**src/hdl/two_opt_tour_move_engine_macros.svh**
```systemverilog
// Assertion macros used by the tour move engine.
`ifndef TWO_OPT_TOUR_MOVE_ENGINE_MACROS_SVH
`define TWO_OPT_TOUR_MOVE_ENGINE_MACROS_SVH

// Checked only outside reset.
`define TMVE_ASSERT(label, prop, msg) \
  label: assert property (@(posedge clk) disable iff (!rst_n) (prop)) else $error(msg);

// Checked at every edge, reset included.
`define TMVE_ASSERT_ALWAYS(label, prop, msg) \
  label: assert property (@(posedge clk) (prop)) else $error(msg);

`endif

```
**src/hdl/tmve_pkg.sv**
```systemverilog
`timescale 1ns / 1ps

package tmve_pkg;

  localparam int MAX_NODES_DEF  = 256;
  localparam int DIST_WIDTH_DEF = 16;
  localparam int NODE_W         = 8;
  localparam int IDX_W          = 8;
  localparam int LEN_W          = 9;
  localparam int LOAD_W         = 16;
  localparam int DELTA_W        = 18;
  localparam int OP_W           = 3;
  localparam int DIST_ADDR_W    = 2 * NODE_W;

  localparam logic [OP_W-1:0] OP_LOAD_TOUR = 3'd0;
  localparam logic [OP_W-1:0] OP_LOAD_DIST = 3'd1;
  localparam logic [OP_W-1:0] OP_EVAL      = 3'd2;
  localparam logic [OP_W-1:0] OP_APPLY     = 3'd3;
  localparam logic [OP_W-1:0] OP_READ      = 3'd4;

  typedef struct packed {
    logic [OP_W-1:0]   opcode;
    logic [IDX_W-1:0]  first_index;
    logic [IDX_W-1:0]  second_index;
    logic [LOAD_W-1:0] load_value;
  } in_item_t;

  typedef struct packed {
    logic signed [DELTA_W-1:0] cost_delta;
    logic [NODE_W-1:0]         node_read;
    logic                      error_flag;
  } out_item_t;

  typedef struct packed {
    logic clear;
    logic en;
    logic sub;
  } acc_ctl_t;

endpackage

```
**src/hdl/tmve_delta_acc.sv**
```systemverilog
`timescale 1ns / 1ps

module tmve_delta_acc import tmve_pkg::*; #(
  parameter int DIST_WIDTH = DIST_WIDTH_DEF
) (
  input  logic                      clk,
  input  acc_ctl_t                  ctl,
  input  logic [DIST_WIDTH-1:0]     dist_in,
  output logic signed [DELTA_W-1:0] delta
);

  localparam int ACC_W = DIST_WIDTH + 3;
  localparam int SAT_W = (ACC_W > DELTA_W) ? ACC_W : DELTA_W;
  localparam logic signed [SAT_W-1:0] SAT_MAX = SAT_W'(2 ** (DELTA_W - 1) - 1);
  localparam logic signed [SAT_W-1:0] SAT_MIN = SAT_W'(-(2 ** (DELTA_W - 1)));

  logic signed [ACC_W-1:0] acc_r;
  logic signed [ACC_W-1:0] acc_nxt;
  logic signed [ACC_W-1:0] term;
  logic signed [SAT_W-1:0] acc_wide;

  assign term = signed'(ACC_W'(dist_in));

  always_comb begin
    acc_nxt = acc_r;
    priority if (ctl.clear) begin
      acc_nxt = '0;
    end else if (ctl.en) begin
      acc_nxt = ctl.sub ? (acc_r - term) : (acc_r + term);
    end
  end

  always_ff @(posedge clk) begin
    acc_r <= acc_nxt;
  end

  assign acc_wide = SAT_W'(acc_r);

  always_comb begin
    priority if (acc_wide > SAT_MAX) begin
      delta = DELTA_W'(SAT_MAX);
    end else if (acc_wide < SAT_MIN) begin
      delta = DELTA_W'(SAT_MIN);
    end else begin
      delta = DELTA_W'(acc_wide);
    end
  end

endmodule

```
**config.mk**
```make
export PLATFORM = sky130hd
export DESIGN_NAME = tmve_delta_acc
export DESIGN_NICKNAME = d
export VERILOG_FILES = /design/src/hdl/two_opt_tour_move_engine_macros.svh /design/src/hdl/tmve_pkg.sv /design/src/hdl/tmve_delta_acc.sv
export SDC_FILE = /design/constraint.sdc
export NUM_CORES = 1
export LEC_CHECK = 0
export CORE_UTILIZATION = 25
export DETAILED_ROUTE_END_ITERATION = 10
export DONT_BUFFER_PORTS = 1
export SLEW_MARGIN = 0
export SYNTH_ARGS = -nofsm -noshare
export SYNTH_HDL_FRONTEND = slang
export SYNTH_SLANG_ARGS = --single-unit
```
**constraint.sdc**
```tcl
create_clock -name clk -period 2.5 [get_ports clk]
set_input_delay 0 -clock clk [delete_from_list [all_inputs] [get_ports clk]]
set_output_delay 0 -clock clk [all_outputs]
set_load 0.01 [all_outputs]
```
==> flow_summary_export.csv <==
group,metric,value,unit
sta,unrepaired_setup_endpoints_after_global_routing,"true",
route,routed_via_density,5.133,
global_route,globalRoute.totalOverflow,0,
clock_network,cell_at_the_root_of_the_clock_tree,"clkbuf_8",
clock_network,htreeDepth,1,
clock_network,tritoncts_clock_tree,"yes",
flow_run,timing.max_cap.violations,0,
synth,postSynthCellCount,321,
setup_path,critical_path_arrival,2.62,ns
synth,post_synth_num_cell_types,57,
final_layout,insertedDiodeCount,0,
hold_path,hold-path-cell-count,4,
place,place_congestion,0.8622,
final_layout,post_layout_nonfiller_instances,473,
sta,tns,0,ns
setup_path,critical-path-top-delay-family,"simple AND/OR/NAND/NOR gates",
power_and_ir_drop,static-leakage-power,1.187,nW
floorplanning,initial_utilization,0.2603,
synth,synth_edf_count,0,
sta,finalSetupViolCount,0,
sta,finalHoldWorstSlack,0.01194,ns
setup_path,setup_slack_reg_to_reg,0.16,ns
sta,timing.final.crit_period,2.439,ns
setup_path,crit-reg2reg-launch,"acc_r[2]",
floorplanning,core_rows,34,
power_and_ir_drop,power.density,677.8,nW/um^2
global_route,grt_start_max_net_pins,34,
synth,dominantRegCellSynth,"dfxtp_1",
place,placement.setup.worst_slack,-0.2093,ns
setup_path,criticalPathCategory,"input port to flop",
synth,synth_top_cell_by_area,"dfxtp_1",
synth,ff_latch_count_synth,19,
route,drt_pass1_iterations,6,
synth,avgSynthCellArea,7.106,sq um
setup_path,cp-end-kind,"flop",
setup_path,path_buf_inv,0,
hold_path,hold_start,"ctl[1]",
final_layout,largest_register_ff_count,19,
global_route,grt_antenna_before_repair,0,
synth,yosys_warnings,0,
sta,timing.final.max_slew_violations,0,
setup_path,critPathMaxStageDelay,0.54,ns
setup_path,crit_required,2.68,ns
setup_path,worstPathCellList,"or4_4 -> nor4_4 -> nor2_1 -> xnor2_1 -> ha_1 -> and4_4 -> nand3_1 -> a311o_1 -> a21o_1 -> and3b_1 -> o31ai_2",
floorplanning,core_area,8763,sq um
sta,slew-limit-headroom,0.3784,
floorplanning,die_area,9510,sq um
global_route,groute.usage.overall,0.1425,
place,dp_cells,457,
final_layout,synthToLayoutAreaGrowth,28.09,%
final_layout,finalNetCount,406,
setup_path,crit_path_top_delay_cell,"or4_4",
global_route,wire_length_of_the_first_global_routing_pass,11320,microns
route,drc_errors,0,
clock_network,cts_buffers,3,
final_layout,layout.cells.most_common,"buf_4",
route,post_drt_wl_per_cell,14.13,microns
hold_path,timing.hold.worst.class,"input port to flop",
synth,mappedNetlistArea,2281,sq um
sta,fin_ws,0.06068,ns
place,numPortBuffers,0,
clock_network,max-clock-path-buffers,2,
global_route,first_global_vias,2341,
sta,timing_worst_slew_pin_value,0.9294,ns
setup_path,timing.critical_path.fanout_max,5,
final_layout,reg_top3,"acc_r: 19 flops",
route,detail_route.wirelength,6682,microns
sta,timing_hold_violations_final,0,
route,drtIter0Drc,95,
synth,synth_nets,361,
clock_network,clk_pin_slew_worst_paths,0.08,ns
route,final_antenna_net_count,0,
synth,post_synth_main_area_contributors,"dfxtp_1, ha_1, nor2_1, xnor2_1, nand2_1",
hold_path,min_to,"acc_r[4]",
synth,synth_sequential_area_ratio,0.1668,
floorplanning,die-height,97.52,microns
clock_network,clk-insertion-delay-late,0.26,ns
sta,fin_worst_skew,0.008345,ns
power_and_ir_drop,peakVddDrop,0.1665,mV
clock_network,cts.sink_count,19,
route,total_number_of_vias,2428,
final_layout,registers.top_by_ff_count,"acc_r",
floorplanning,die_w,97.52,microns
setup_path,reg2regPathDepth,9,
final_layout,share_of_post_route_cells_with_drive_strength_above_1,0.2356,
place,post-dp-hpwl,5347,microns
setup_path,cp-start-kind,"input port",
sta,final_worst_path_period_share,0.9757,
setup_path,endpoint_of_the_lowest_slack_register_to_register_path,"acc_r[5]",
sta,max_freq,410.0,MHz
status,outcome,"finished, final reports clean",
floorplanning,num_io_pins,38,
final_layout,mostFrequentLayoutCells,"buf_4, nor2_1, nand2_1",
synth,synthDominantCellAreaShare,0.1668,
synth,synthArstFlopShare,0,
-- logic make-up after synthesis --
| kind of cell | count (synthesis) | share of synthesized area |
|---|---|---|
| adders and majority gates | 20 | 0.1130 |
| xor gates and xnor gates | 21 | 0.08064 |
| AOI/OAI and AO/OA | 99 | 0.2880 |
| DFF | 19 | 0.1668 |
| muxes | 4 | 0.01755 |
| buffers and inverters | 26 | 0.05979 |
| and+or+nand+nor | 132 | 0.2743 |
-- metal layers --
metal	wire (microns)	vias to the layer above	track usage
met5	0	-	0
met4	65	0	0.03394
met3	336	6	0.02374
met2	2827	55	0.2200
met1	3453	1114	0.2050
li1	-	1253	-
-- how the worst max path moves through the flow --
stage | startpoint | to | slack (ns) | cells past startpoint
5_1_grt | dist_in[5] | acc_r[16] | -0.08 | 11
3_3_place_gp | dist_in[8] | acc_r[18] | -0.20 | 12
6_report | dist_in[5] | acc_r[16] | 0.06 | 11
4_1_cts | dist_in[0] | acc_r[15] | 0.06 | 14
2_1_floorplan | dist_in[0] | acc_r[16] | -0.14 | 14
3_5_place_dp | dist_in[0] | acc_r[15] | -0.21 | 14
-- per-stage QoR --
step	utilization	power (mW)	instance area [sq um]
after global placement	0.3064	1.639	2685
final	0.3334	1.980	2922
after CTS	0.3172	1.899	2780
after detailed placement	0.3064	1.661	2685
after global routing	0.3334	2.160	2922
after floorplan	-	1.267	2315
-- power breakdown --
group | switching (mW) | total, mW | internal, mW
clock | 0.106 | 0.220 | 0.113
combinational | 0.704 | 1.32 | 0.612
sequential | 0.0781 | 0.444 | 0.366
-- worst reg2reg max path: stages (launching register included) --
cell	delay, ns
dfxtp_1	0.35
ha_1	0.38
o21ai_0	0.18
a21oi_1	0.08
buf_4	0.15
o21a_1	0.18
nor3_1	0.13
nand3b_1	0.13
a21oi_1	0.06
dlygate4sd3_1	0.59
-- cells in the mapped netlist, types with 4 or more instances --
master / number
nor2b_1: 4
a21oi_1: 24
o21ai_0: 24
nand3_1: 5
ha_1: 19
dfxtp_1: 19
a31oi_1: 4
mux2i_1: 4
nor3_1: 11
and3_1: 4
nor2_1: 45
xnor2_1: 19
nand2_1: 38
a21o_1: 7
a211oi_1: 9
inv_1: 7
or3_1: 4
clkbuf_1: 11
-- final cells by class --
type / count / area [sq um]
fillers: 923 / 5842
repair buffers: 57 / 444.2
multi-input cells: 276 / 1883
well taps: 108 / 135.1
inverters: 9 / 33.78
flip-flops and latches: 19 / 380.4
clock buffers: 4 / 45.04
-- repair_timing --
action                                  in CTS  in global routing
hold endpoints to repair                    18                  0
hold buffers                                 5                  0
endpoints found under the setup margin       0                  8
resized for setup                            0                 24
buffers inserted                             0                  7
No activity file was read; power rests on OpenSTA's default activity.
